## src/sv/i2a_pkg.sv

```systemverilog
// Shared types, constants and microcode encodings for the integer-to-ASCII converter.
package i2a_pkg;

	localparam int OPCODE_W = 2;
	localparam int VALUE_W  = 64;
	localparam int CHAR_W   = 7;
	localparam int PC_W     = 4;
	localparam int SP_W     = 4;
	localparam int STK_DEPTH = 11;

	localparam logic [OPCODE_W-1:0] OP_SDEC = 2'd0;
	localparam logic [OPCODE_W-1:0] OP_UDEC = 2'd1;
	localparam logic [OPCODE_W-1:0] OP_HEX  = 2'd2;
	localparam logic [OPCODE_W-1:0] OP_PTR  = 2'd3;

	localparam logic [CHAR_W-1:0] ASC_ZERO  = 7'h30;
	localparam logic [CHAR_W-1:0] ASC_X     = 7'h78;
	localparam logic [CHAR_W-1:0] ASC_MINUS = 7'h2d;
	localparam logic [CHAR_W-1:0] ASC_LC_A  = 7'h61;

	// Reciprocal of ten, scaled by 2^35.
	localparam logic [31:0] RECIP10 = 32'hcccc_cccd;
	localparam int RECIP_SHIFT = 35;

	localparam logic [SP_W-1:0] PTR_LAST_NIB = 4'd15;

	// Microcode addresses.
	localparam logic [PC_W-1:0] PC_LOAD   = 4'd0;
	localparam logic [PC_W-1:0] PC_CHKHEX = 4'd1;
	localparam logic [PC_W-1:0] PC_MUL    = 4'd2;
	localparam logic [PC_W-1:0] PC_DDIG   = 4'd3;
	localparam logic [PC_W-1:0] PC_CHKNEG = 4'd4;
	localparam logic [PC_W-1:0] PC_MINUS  = 4'd5;
	localparam logic [PC_W-1:0] PC_HDIG   = 4'd6;
	localparam logic [PC_W-1:0] PC_EMIT   = 4'd7;
	localparam logic [PC_W-1:0] PC_EDONE  = 4'd8;
	localparam logic [PC_W-1:0] PC_PTR0   = 4'd9;
	localparam logic [PC_W-1:0] PC_PTRX   = 4'd10;
	localparam logic [PC_W-1:0] PC_PTRN   = 4'd11;
	localparam logic [PC_W-1:0] PC_PDONE  = 4'd12;

	typedef enum logic [2:0] {
		DP_NOP,
		DP_LOAD,
		DP_MUL,
		DP_DDIG,
		DP_HDIG,
		DP_MINUS,
		DP_POP,
		DP_SHIFT
	} dp_op_t;

	typedef enum logic [1:0] {
		W_NONE,
		W_IN,
		W_OUT
	} wait_t;

	typedef enum logic [3:0] {
		C_NEVER,
		C_ALWAYS,
		C_PTR,
		C_HEX,
		C_QNZ,
		C_HNZ,
		C_NOTNEG,
		C_STKMORE,
		C_PTRMORE
	} cond_t;

	typedef enum logic [1:0] {
		CH_STACK,
		CH_ZERO,
		CH_X,
		CH_NIB
	} chsel_t;

	typedef enum logic [1:0] {
		LS_NONE,
		LS_STACK,
		LS_PTR
	} lastsel_t;

	typedef struct packed {
		dp_op_t          dp;
		wait_t           wt;
		cond_t           cond;
		logic [PC_W-1:0] target;
		chsel_t          chsel;
		lastsel_t        lastsel;
	} ctrl_t;

	typedef struct packed {
		logic is_ptr;
		logic is_hex;
		logic q_nz;
		logic h_nz;
		logic not_neg;
		logic stk_more;
		logic ptr_more;
	} status_t;

	function automatic logic [CHAR_W-1:0] hex_char(input logic [3:0] nib);
		logic [CHAR_W-1:0] c;
		if (nib < 4'd10) begin
			c = ASC_ZERO + {3'b000, nib};
		end else begin
			c = ASC_LC_A + {3'b000, nib - 4'd10};
		end
		return c;
	endfunction

endpackage

```

## src/sv/i2a_in_if.sv

```systemverilog
// Input channel: conversion opcode and number.
interface i2a_in_if;
	logic                         valid;
	logic                         ready;
	logic [i2a_pkg::OPCODE_W-1:0] opcode;
	logic [i2a_pkg::VALUE_W-1:0]  value;

	modport source (output valid, output opcode, output value, input ready);
	modport sink (input valid, input opcode, input value, output ready);
endinterface

```

## src/sv/i2a_out_if.sv

```systemverilog
// Output channel: one ASCII character and its end-of-number mark.
interface i2a_out_if;
	logic                       valid;
	logic                       ready;
	logic [i2a_pkg::CHAR_W-1:0] char_out;
	logic                       last;

	modport source (output valid, output char_out, output last, input ready);
	modport sink (input valid, input char_out, input last, output ready);
endinterface

```

## src/sv/i2a_ucode_rom.sv

```systemverilog
// Microcode program store: one control word per sequencer step.
module i2a_ucode_rom (
	input  logic [i2a_pkg::PC_W-1:0] pc,
	output i2a_pkg::ctrl_t           ctrl
);

	always_comb begin
		ctrl = '{dp: i2a_pkg::DP_NOP, wt: i2a_pkg::W_NONE, cond: i2a_pkg::C_ALWAYS,
			target: i2a_pkg::PC_LOAD, chsel: i2a_pkg::CH_STACK,
			lastsel: i2a_pkg::LS_NONE};
		case (pc)
			i2a_pkg::PC_LOAD: begin
				ctrl.dp = i2a_pkg::DP_LOAD;
				ctrl.wt = i2a_pkg::W_IN;
				ctrl.cond = i2a_pkg::C_PTR;
				ctrl.target = i2a_pkg::PC_PTR0;
			end
			i2a_pkg::PC_CHKHEX: begin
				ctrl.cond = i2a_pkg::C_HEX;
				ctrl.target = i2a_pkg::PC_HDIG;
			end
			i2a_pkg::PC_MUL: begin
				ctrl.dp = i2a_pkg::DP_MUL;
				ctrl.cond = i2a_pkg::C_NEVER;
			end
			i2a_pkg::PC_DDIG: begin
				ctrl.dp = i2a_pkg::DP_DDIG;
				ctrl.cond = i2a_pkg::C_QNZ;
				ctrl.target = i2a_pkg::PC_MUL;
			end
			i2a_pkg::PC_CHKNEG: begin
				ctrl.cond = i2a_pkg::C_NOTNEG;
				ctrl.target = i2a_pkg::PC_EMIT;
			end
			i2a_pkg::PC_MINUS: begin
				ctrl.dp = i2a_pkg::DP_MINUS;
				ctrl.target = i2a_pkg::PC_EMIT;
			end
			i2a_pkg::PC_HDIG: begin
				ctrl.dp = i2a_pkg::DP_HDIG;
				ctrl.cond = i2a_pkg::C_HNZ;
				ctrl.target = i2a_pkg::PC_HDIG;
			end
			i2a_pkg::PC_EMIT: begin
				ctrl.dp = i2a_pkg::DP_POP;
				ctrl.wt = i2a_pkg::W_OUT;
				ctrl.cond = i2a_pkg::C_STKMORE;
				ctrl.target = i2a_pkg::PC_EMIT;
				ctrl.chsel = i2a_pkg::CH_STACK;
				ctrl.lastsel = i2a_pkg::LS_STACK;
			end
			i2a_pkg::PC_EDONE: begin
				ctrl.target = i2a_pkg::PC_LOAD;
			end
			i2a_pkg::PC_PTR0: begin
				ctrl.wt = i2a_pkg::W_OUT;
				ctrl.cond = i2a_pkg::C_NEVER;
				ctrl.chsel = i2a_pkg::CH_ZERO;
			end
			i2a_pkg::PC_PTRX: begin
				ctrl.wt = i2a_pkg::W_OUT;
				ctrl.cond = i2a_pkg::C_NEVER;
				ctrl.chsel = i2a_pkg::CH_X;
			end
			i2a_pkg::PC_PTRN: begin
				ctrl.dp = i2a_pkg::DP_SHIFT;
				ctrl.wt = i2a_pkg::W_OUT;
				ctrl.cond = i2a_pkg::C_PTRMORE;
				ctrl.target = i2a_pkg::PC_PTRN;
				ctrl.chsel = i2a_pkg::CH_NIB;
				ctrl.lastsel = i2a_pkg::LS_PTR;
			end
			i2a_pkg::PC_PDONE: begin
				ctrl.target = i2a_pkg::PC_LOAD;
			end
			default: begin
				ctrl.target = i2a_pkg::PC_LOAD;
			end
		endcase
	end

endmodule

```

## src/sv/i2a_datapath.sv

```systemverilog
// Conversion datapath: number register, reciprocal multiplier, digit stack, output select.
module i2a_datapath (
	input  logic                             clk,
	input  logic                             arst_n,
	input  i2a_pkg::ctrl_t                   ctrl,
	input  logic                             fire,
	input  logic [i2a_pkg::OPCODE_W-1:0]     opcode,
	input  logic [i2a_pkg::VALUE_W-1:0]      value,
	output logic [i2a_pkg::CHAR_W-1:0]       char_out,
	output logic                             last,
	output i2a_pkg::status_t                 status
);

	logic [i2a_pkg::VALUE_W-1:0] x_q;
	logic [63:0]                 prod_q;
	logic                        neg_q;
	logic [i2a_pkg::OPCODE_W-1:0] op_q;
	logic [i2a_pkg::SP_W-1:0]    sp_q;
	logic [i2a_pkg::CHAR_W-1:0]  stk_q [i2a_pkg::STK_DEPTH];

	logic [28:0]                 quot;
	logic [31:0]                 rem;
	logic [31:0]                 mag;
	logic                        in_neg;
	logic [i2a_pkg::SP_W-1:0]    top_idx;
	logic [i2a_pkg::CHAR_W-1:0]  push_char;
	logic                        push;

	assign quot    = prod_q[63:i2a_pkg::RECIP_SHIFT];
	assign rem     = x_q[31:0] - {quot, 3'b000} - {2'b00, quot, 1'b0};
	assign in_neg  = (opcode == i2a_pkg::OP_SDEC) && value[31];
	assign mag     = in_neg ? (32'd0 - value[31:0]) : value[31:0];
	assign top_idx = sp_q - 4'd1;

	always_comb begin
		push      = 1'b0;
		push_char = i2a_pkg::ASC_MINUS;
		case (ctrl.dp)
			i2a_pkg::DP_DDIG: begin
				push      = 1'b1;
				push_char = i2a_pkg::ASC_ZERO + {3'b000, rem[3:0]};
			end
			i2a_pkg::DP_HDIG: begin
				push      = 1'b1;
				push_char = i2a_pkg::hex_char(x_q[3:0]);
			end
			i2a_pkg::DP_MINUS: begin
				push      = 1'b1;
				push_char = i2a_pkg::ASC_MINUS;
			end
			default: begin
				push      = 1'b0;
				push_char = i2a_pkg::ASC_MINUS;
			end
		endcase
	end

	always_ff @(posedge clk or negedge arst_n) begin
		if (!arst_n) begin
			sp_q  <= '0;
			neg_q <= 1'b0;
			op_q  <= i2a_pkg::OP_SDEC;
		end else if (fire) begin
			case (ctrl.dp)
				i2a_pkg::DP_LOAD: begin
					sp_q  <= '0;
					neg_q <= in_neg;
					op_q  <= opcode;
				end
				i2a_pkg::DP_DDIG, i2a_pkg::DP_HDIG, i2a_pkg::DP_MINUS,
				i2a_pkg::DP_SHIFT: begin
					sp_q <= sp_q + 4'd1;
				end
				i2a_pkg::DP_POP: begin
					sp_q <= top_idx;
				end
				default: begin
					sp_q <= sp_q;
				end
			endcase
		end
	end

	always_ff @(posedge clk) begin
		if (fire) begin
			case (ctrl.dp)
				i2a_pkg::DP_LOAD: begin
					x_q <= (opcode == i2a_pkg::OP_PTR) ? value : {32'd0, mag};
				end
				i2a_pkg::DP_MUL: begin
					prod_q <= x_q[31:0] * i2a_pkg::RECIP10;
				end
				i2a_pkg::DP_DDIG: begin
					x_q <= {35'd0, quot};
				end
				i2a_pkg::DP_HDIG: begin
					x_q <= {4'd0, x_q[63:4]};
				end
				i2a_pkg::DP_SHIFT: begin
					x_q <= {x_q[59:0], 4'd0};
				end
				default: begin
					x_q <= x_q;
				end
			endcase
			if (push) begin
				stk_q[sp_q] <= push_char;
			end
		end
	end

	always_comb begin
		case (ctrl.chsel)
			i2a_pkg::CH_STACK: char_out = stk_q[top_idx];
			i2a_pkg::CH_ZERO:  char_out = i2a_pkg::ASC_ZERO;
			i2a_pkg::CH_X:     char_out = i2a_pkg::ASC_X;
			i2a_pkg::CH_NIB:   char_out = i2a_pkg::hex_char(x_q[63:60]);
			default:           char_out = i2a_pkg::ASC_ZERO;
		endcase
		case (ctrl.lastsel)
			i2a_pkg::LS_STACK: last = (sp_q == 4'd1);
			i2a_pkg::LS_PTR:   last = (sp_q == i2a_pkg::PTR_LAST_NIB);
			default:           last = 1'b0;
		endcase
	end

	assign status.is_ptr   = (opcode == i2a_pkg::OP_PTR);
	assign status.is_hex   = (op_q == i2a_pkg::OP_HEX);
	assign status.q_nz     = (quot != 29'd0);
	assign status.h_nz     = (x_q[31:4] != 28'd0);
	assign status.not_neg  = !neg_q;
	assign status.stk_more = (sp_q != 4'd1);
	assign status.ptr_more = (sp_q != i2a_pkg::PTR_LAST_NIB);

	a_stack_nonempty: assert property (@(posedge clk) disable iff (!arst_n)
		(ctrl.chsel == i2a_pkg::CH_STACK && ctrl.wt == i2a_pkg::W_OUT) |-> (sp_q != 4'd0))
		else $error("stack read while empty");

	a_push_in_range: assert property (@(posedge clk) disable iff (!arst_n)
		(fire && push) |-> (sp_q < 4'(i2a_pkg::STK_DEPTH)))
		else $error("stack overflow");

endmodule

```

## src/sv/integer_to_ascii_digits.sv

```systemverilog
// Top level: microcode sequencer driving the integer-to-ASCII datapath.
// Takes one item (opcode, 64-bit value) and returns its ASCII characters most
// significant first, last set on the final one; a new item is taken only after
// the previous one's characters are all delivered. Signed and unsigned decimal
// extract in a load, a hex check, one reciprocal multiply and one remainder step
// per digit, and a sign check, plus one step for a minus sign; then an output
// step per character and a closing step. Hex extracts in a load, a hex check
// and one step per digit, then an output step per character and a closing step.
// Pointer emits its 18 characters, "0x" and 16 nibbles, then a closing step.
// Output stalls simply stretch the per-character steps.
module integer_to_ascii_digits (
	input  logic      clk,
	input  logic      arst_n,
	i2a_in_if.sink    in_ch,
	i2a_out_if.source out_ch
);

	logic [i2a_pkg::PC_W-1:0] pc_q;
	i2a_pkg::ctrl_t           ctrl;
	i2a_pkg::status_t         status;
	logic                     fire;
	logic                     take;

	i2a_ucode_rom u_rom (
		.pc   (pc_q),
		.ctrl (ctrl)
	);

	i2a_datapath u_dp (
		.clk      (clk),
		.arst_n   (arst_n),
		.ctrl     (ctrl),
		.fire     (fire),
		.opcode   (in_ch.opcode),
		.value    (in_ch.value),
		.char_out (out_ch.char_out),
		.last     (out_ch.last),
		.status   (status)
	);

	assign in_ch.ready  = (ctrl.wt == i2a_pkg::W_IN);
	assign out_ch.valid = (ctrl.wt == i2a_pkg::W_OUT);

	always_comb begin
		case (ctrl.wt)
			i2a_pkg::W_IN:  fire = in_ch.valid;
			i2a_pkg::W_OUT: fire = out_ch.ready;
			default:        fire = 1'b1;
		endcase
		case (ctrl.cond)
			i2a_pkg::C_ALWAYS:  take = 1'b1;
			i2a_pkg::C_PTR:     take = status.is_ptr;
			i2a_pkg::C_HEX:     take = status.is_hex;
			i2a_pkg::C_QNZ:     take = status.q_nz;
			i2a_pkg::C_HNZ:     take = status.h_nz;
			i2a_pkg::C_NOTNEG:  take = status.not_neg;
			i2a_pkg::C_STKMORE: take = status.stk_more;
			i2a_pkg::C_PTRMORE: take = status.ptr_more;
			default:            take = 1'b0;
		endcase
	end

	always_ff @(posedge clk or negedge arst_n) begin
		if (!arst_n) begin
			pc_q <= i2a_pkg::PC_LOAD;
		end else if (fire) begin
			pc_q <= take ? ctrl.target : pc_q + 4'd1;
		end
	end

	a_no_overlap: assert property (@(posedge clk) disable iff (!arst_n)
		out_ch.valid |-> !in_ch.ready)
		else $error("input ready while characters pending");

	a_accept_busy: assert property (@(posedge clk) disable iff (!arst_n)
		(in_ch.valid && in_ch.ready) |=> !in_ch.ready)
		else $error("second item taken back to back");

	a_last_ends: assert property (@(posedge clk) disable iff (!arst_n)
		(out_ch.valid && out_ch.ready && out_ch.last) |=> !out_ch.valid)
		else $error("character after last");

	a_not_last_continues: assert property (@(posedge clk) disable iff (!arst_n)
		(out_ch.valid && out_ch.ready && !out_ch.last) |=> out_ch.valid)
		else $error("number ended without last");

endmodule

```

## src/flat_wrapper.sv

```systemverilog
// flat-port wrapper written by rule: the top's interface ports become plain ports
module integer_to_ascii_digits_flat 
  (clk, arst_n, in_ch_valid, in_ch_opcode, in_ch_value, in_ch_ready, out_ch_valid, out_ch_char_out, out_ch_last, out_ch_ready);
  i2a_in_if in_ch_i ();
  i2a_out_if out_ch_i ();
  input  logic clk;
  input  logic arst_n;
  input wire logic [$bits(in_ch_i.valid)-1:0] in_ch_valid;
  input wire logic [$bits(in_ch_i.opcode)-1:0] in_ch_opcode;
  input wire logic [$bits(in_ch_i.value)-1:0] in_ch_value;
  output wire logic [$bits(in_ch_i.ready)-1:0] in_ch_ready;
  output wire logic [$bits(out_ch_i.valid)-1:0] out_ch_valid;
  output wire logic [$bits(out_ch_i.char_out)-1:0] out_ch_char_out;
  output wire logic [$bits(out_ch_i.last)-1:0] out_ch_last;
  input wire logic [$bits(out_ch_i.ready)-1:0] out_ch_ready;
  assign in_ch_i.valid = in_ch_valid;
  assign in_ch_i.opcode = in_ch_opcode;
  assign in_ch_i.value = in_ch_value;
  assign in_ch_ready = in_ch_i.ready;
  assign out_ch_valid = out_ch_i.valid;
  assign out_ch_char_out = out_ch_i.char_out;
  assign out_ch_last = out_ch_i.last;
  assign out_ch_i.ready = out_ch_ready;
  integer_to_ascii_digits u_core (.clk(clk), .arst_n(arst_n), .in_ch(in_ch_i), .out_ch(out_ch_i));
endmodule
```

## config.mk

```make
export PLATFORM = sky130hd
export DESIGN_NAME = integer_to_ascii_digits_flat
export DESIGN_NICKNAME = d
export VERILOG_FILES = /design/src/sv/i2a_pkg.sv /design/src/sv/i2a_in_if.sv /design/src/sv/i2a_out_if.sv /design/src/sv/i2a_ucode_rom.sv /design/src/sv/i2a_datapath.sv /design/src/sv/integer_to_ascii_digits.sv /design/src/flat_wrapper.sv
export SDC_FILE = /design/constraint.sdc
export NUM_CORES = 1
export LEC_CHECK = 0
export ABC_AREA = 1
export BUFFER_PORTS_ARGS = -buffer_cell sky130_fd_sc_hd__buf_2
export CAP_MARGIN = 20
export CORE_ASPECT_RATIO = 1.5
export CORE_MARGIN = 2
export CORE_UTILIZATION = 45
export DETAILED_ROUTE_END_ITERATION = 8
export GPL_ROUTABILITY_DRIVEN = 1
export HOLD_SLACK_MARGIN = 0.08
export PLACE_DENSITY_LB_ADDON = 0.1
export SYNTH_ARGS = -nofsm -noshare
export SYNTH_HDL_FRONTEND = slang
export SYNTH_SLANG_ARGS = --single-unit
```

## constraint.sdc

```tcl
create_clock -name clk -period 9.9 [get_ports clk]
set_clock_uncertainty 0.1 [all_clocks]
set_input_delay 0.99 -clock clk [delete_from_list [all_inputs] [get_ports clk]]
set_output_delay 0.99 -clock clk [all_outputs]
set_load 0.005 [all_outputs]
```

# [Word-level counts from Yosys, hierarchy flattened]
# Memory sizes are Yosys's and may differ from the RTL's.
# Index checks and enable logic that the tools add are counted.
[totals] reg_bits=139 mem_bits_rw=77 in_bits=70 output_inout_bits=10 wordCells=102 memories=1
[mem_list] memory="u_core.u_dp.stk_q" words=11 width=7 read_ports=1 rd_clocked_by_memory_dff=0 wr=1 line="i2a_datapath.sv:19" source="logic [i2a_pkg::CHAR_W-1:0] stk_q [i2a_pkg::STK_DEPTH];"
[classes] add_sub_neg=13 mul=1 magnitude_cmp=2 n_eq_ne=38 n_mux=22 reduce_logical=19
[op_table] operator="one-hot mux 64 bit (4 select lines)" count=1
[op_table] operator="multiplier 32 x 32 -> 64 bit, second input constant" count=1
[op_table] operator="2-to-1 mux 64 bit" count=1
[op_table] operator="== test 4 x 3 -> 1 bit, second input constant" count=8
[op_table] operator="2-to-1 mux 32 bit" count=1
[op_table] operator="one-hot mux 4 bit (8 select lines)" count=1
[op_table] operator="subtractor 1 x 32 -> 32 bit, first input constant" count=1
[op_table] operator="nonzero test 29 bit" count=1
[op_table] operator="one-hot mux 7 bit (4 select lines)" count=1
[op_table] operator="nonzero test 28 bit" count=1
[op_table] operator="adder 6 x 4 -> 7 bit, first input constant" count=3
[op_table] operator="one-hot mux 3 bit (7 select lines)" count=1
[op_table] operator="== test 4 bit, second input constant" count=5
[op_table] operator="one-hot mux 4 bit (5 select lines)" count=1
[op_table] operator="== test 4 x 2 -> 1 bit, second input constant" count=4
[op_table] operator="adder 6 x 5 -> 7 bit, first input constant" count=2
[op_table] operator="2-to-1 mux 7 bit" count=2
[op_table] operator="one-hot mux 7 bit (2 select lines)" count=1
[op_table] operator="== test 2 bit, second input constant" count=6
[op_table] operator="== test 3 bit, second input constant" count=4
[op_table] operator="== test 4 x 1 -> 1 bit, second input constant" count=3
[op_table] operator="one-hot mux 4 bit (3 select lines)" count=1
[op_table] operator="OR reduction 3 bit" count=3
[op_table] operator="adder 4 x 1 -> 4 bit, second input constant" count=2
[op_table] operator="24 further kinds" count=40

# [Longest topological paths before layout]
[depth] depth_word=8 mapped_depth=30 mapped_depth_nobuf=29

# [Hierarchy]
# Synthesis repeated with hierarchy kept, for this count alone.
[hier_totals] hier_cells=3430 hier_area_um2=28557.4
[by_module_without_submodules] module="i2a_datapath" n_inst=1 cells_per_inst=3320 area_per_inst_um2=27923.0 seq_area_each_um2=4949.7
[by_module_without_submodules] module="integer_to_ascii_digits" n_inst=1 cells_per_inst=67 area_per_inst_um2=434.2 seq_area_each_um2=100.1
[by_module_without_submodules] module="i2a_ucode_rom" n_inst=1 cells_per_inst=43 area_per_inst_um2=200.2 seq_area_each_um2=0.0

# [Worst setup path before layout]
# Ideal clock, no wire load.
[synth_path] path_kind="register -> register" from="register u_core.u_dp.x_q[20] in the netlist's numbering" to="register u_core.u_dp.prod_q[62], data pin" setup_time_ns=0.252 t_arrival_ns=5.931 required_time_ns=9.548 path_slack_ns=3.617 path_stages_with_launch=26 path_buffers=0 synth_period_minus_slack_ns=6.283 cell_sequence="edfxtp_1 inv_1 ha_1 inv_1 fa_1 inv_1 fa_1 inv_1 fa_1 inv_1 fa_1 fa_1 fa_1 inv_1 fa_1 inv_1 ha_1 nand2_1 nand2_1 a21oi_1 a21boi_0 o21ai_0 a21oi_1 nand2_1 nand2_1 nand2_1"
[synth_via] elab_chain_len=1
[synth_rtl] item="start, declared" line="i2a_datapath.sv:14" source="logic [i2a_pkg::VALUE_W-1:0] x_q;"
[synth_rtl] item="start signal, assigned" line="i2a_datapath.sv:88" source="x_q <= (opcode == i2a_pkg::OP_PTR) ? value : {32'd0, mag};"
[synth_rtl] item="start signal, assigned" line="i2a_datapath.sv:94" source="x_q <= {35'd0, quot};"
[synth_rtl] item="start signal, assigned" line="i2a_datapath.sv:97" source="x_q <= {4'd0, x_q[63:4]};"
[synth_rtl] item="multiplier 32 x 32 -> 64 bit" line="i2a_datapath.sv:91" source="prod_q <= x_q[31:0] * i2a_pkg::RECIP10;"
[synth_rtl] item="end signal, assigned" line="i2a_datapath.sv:91"
[synth_rtl] item="end, declared" line="i2a_datapath.sv:15" source="logic [63:0] prod_q;"
# No other way between the ends.
# A chain may end at the register's enable or synchronous reset.

# [Final worst setup path]
[layout_path] from="register u_core.u_dp.x_q[2] in the netlist's numbering" to="register u_core.u_dp.prod_q[60], data pin"
# The elaborated chain is that of the path after synthesis.

==> flow_summary.json <==
{
  "num-fill-cells": 6151,
  "ios": 80,
  "hold_class": "primary input to asynchronous set/reset pin",
  "tns_ns": 0,
  "slew-limit-headroom_pct": 29.3,
  "syn_to_final_growth_pct": 6.76,
  "drtAntennaViolNets": 0,
  "dieArea_um2": 64400,
  "synthFlopType": "edfxtp_1",
  "syn-num-nets": 4128,
  "period_needed_ns": 7.86,
  "cts_sinks": 170,
  "max_slew.worst_pin.slew_ns": 1.05,
  "endpoint_kind": "flip-flop",
  "grt_first_pass_wirelength_mm": 163,
  "synth_edf_count": 159,
  "grtUsageTotal_pct": 35.7,
  "r2r-end": "u_core.u_dp.prod_q[60]",
  "grt-ovfl-total": 0,
  "async_flop_share_pct": 6.47,
  "critPathMaxFanout": 10,
  "clock_path_buffers": 2,
  "tritoncts": "yes",
  "htreeDepth": 4,
  "n_antenna_cell": 0,
  "arrival_ns": 8.02,
  "start_util_pct": 45.3,
  "die_height_um": 310,
  "num_rows": 112,
  "drt_iter0_markers": 1653,
  "drive_gt1_share_pct": 4.46,
  "cp_cell_sequence": "inv_1 -> ha_1 -> xnor2_1 -> nand2_1 -> o21ai_0 -> fa_1 -> fa_1 -> fa_1 -> fa_1 -> fa_1 -> inv_1 -> fa_1 -> inv_1 -> ha_1 -> nand2_1 -> nand2_1 -> o21bai_1 -> a21oi_1 -> o21ai_0 -> a21oi_1 -> nand2_1 -> nand2_1 -> nand2_1",
  "gp_congestion": 1.07,
  "syn_area_per_cell_um2": 8.55,
  "synthTopCellsByArea": "fa_1 28%, ha_1 17%, edfxtp_1 17%, inv_1 11%, nand2_1 7.3%",
  "cap_violations": 0,
  "cts_made_buffers": 17,
  "syn-cell-area_um2": 28100,
  "ys_top_cells_by_count": "796 x inv_1, 547 x nand2_1, 387 x ha_1",
  "drcViolationCount": 0,
  "dieWidth_um": 208,
  "synth_top_area_cell": "fa_1",
  "clk_latency_ns": 0.49,
  "synth_top_area_share_pct": 27.5,
  "crit_type": "flip-flop to flip-flop",
  "syn_inst": 3285,
  "start_kind": "flip-flop",
  "postPlaceCellArea_um2": 29300,
  "hold_viol": 0,
  "postCtsSetupBuffers": 0,
  "wl_per_cell_um": 27.1,
  "cp_slowest_cell": "edfxtp_1",
  "route.vias.total": 22700,
  "nets": 4191,
  "grt_pass1_vias": 24600,
  "report.final.setup_viol": 0,
  "ys_seq_elements": 170,
  "max_freq_ghz": 0.127,
  "antenna_found_initial": 3,
  "slowest_delay_ns": 0.81,
  "reg2reg_from": "u_core.u_dp.x_q[2]",
  "ys_types": 52,
  "reg2reg_depth": 23,
  "holdWs_ns": 0.292,
  "synth.most_common_cell": "inv_1",
  "portBuffers": 78,
  "first_pass_iters": 9,
  "finalCritPeriodShare_pct": 79.4,
  "cts_resized": 0,
  "rsz0062_at_grt": "no",
  "hpwl_mm": 98.7,
  "drv_slew": 0,
  "drt-total-wl_mm": 113,
  "seq_area_frac_synth_pct": 18.0,
  "status": "complete, no violations",
  "cts-root-buf": "clkbuf_16",
  "cp.required_ns": 10.06,
  "grt_max_degree": 52,
  "holdBufCountCts": 0,
  "design_area_um2": 30000,
  "regToRegSetupSlack_ns": 2.04,
  "viasPerCell": 5.46,
  "core_area_um2": 61900,
  "yosysWarningCount": 0,
  "clk_pin_slew_worst_paths_ns": 0.10
}
-- layout make-up --
class / instances / area, um^2 / share of cell area (%)
repair buffers: 90 / 490 / 1.64
flip-flops and latches: 170 / 5050 / 16.8
clock buffers: 17 / 425 / 1.42
well taps: 798 / 998 / 3.33
clock inverters: 15 / 204 / 0.680
multi-input cells: 2265 / 19800 / 66.0
inverters: 804 / 3020 / 10.1
-- layer usage --
layer  GRT usage (%)  wire length, um
met5               0               55
met4            32.2            12300
met3            5.49             5200
met2            66.0            58700
met1            34.0            36300
-- worst max-delay path by stage --
stage | end | slack, ns | cells after the start | from
2_1_floorplan | u_core.u_dp.prod_q[62] | 3.62 | 25 | u_core.u_dp.x_q[20]
3_3_place_gp | u_core.u_dp.prod_q[60] | 2.07 | 23 | u_core.u_dp.x_q[2]
3_5_place_dp | u_core.u_dp.prod_q[62] | 2.08 | 23 | u_core.u_dp.x_q[2]
4_1_cts | u_core.u_dp.prod_q[62] | 2.08 | 23 | u_core.u_dp.x_q[2]
5_1_grt | u_core.u_dp.prod_q[62] | 1.75 | 23 | u_core.u_dp.x_q[2]
6_report | u_core.u_dp.prod_q[60] | 2.04 | 23 | u_core.u_dp.x_q[2]
-- registers in the layout, indices dropped and copies added (netlist names) --
register / cells
u_core.u_dp.stk_q: 66
u_core.pc_q: 4
u_core.u_dp.sp_q: 4
u_core.u_dp.prod_q: 29
u_core.u_dp.op_q: 2
u_core.u_dp.x_q: 64
u_core.u_dp.neg_q: 1
-- metrics by stage --
stage | setup slack [ns] | util (%) | cells
after floorplan | 3.62 | - | 3285
after global placement | 2.07 | 47.3 | 4124
after detailed placement | 2.08 | 47.3 | 4125
after CTS | 2.08 | 48.4 | 4157
after global routing | 1.75 | 48.4 | 4159
final | 2.04 | 48.4 | 4159
-- cells in the final DEF (no fill, tap or decap), types with 22 or more instances in the layout --
cell type	Yosys	layout
o21ai_0	122	122
a21oi_1	119	119
fa_1	386	386
o22ai_1	26	26
edfxtp_1	159	159
nor3_1	40	40
nand2_1	547	547
nor2_1	246	246
xor2_1	68	68
nand3_1	135	135
nand4_1	45	45
inv_1	796	796
o21bai_1	22	22
buf_2	15	79
ha_1	387	387
-- critical path: cells and delay by family (launching register included) --
family                     cells  cell delay, ns
adders and majority gates      8            3.85
AOI/OAI and AO/OA              5            1.36
DFF                            1            0.81
xor gates and xnor gates       1            0.72
and+or+nand+nor                6            0.46
buffers and inverters          3            0.33
-- cells by family after synthesis --
logic type / synth area share [%]
and+or+nand+nor: 15.7
buffers and inverters: 11.6
adders and majority gates: 44.8
AOI/OAI and AO/OA: 7.22
DFF: 18.0
xor gates and xnor gates: 2.75
other: 0.0134
muxes: 0.0357
Power is not shown: default switching activity piles up to over one toggle a cycle in this logic, so the estimate is an artifact.
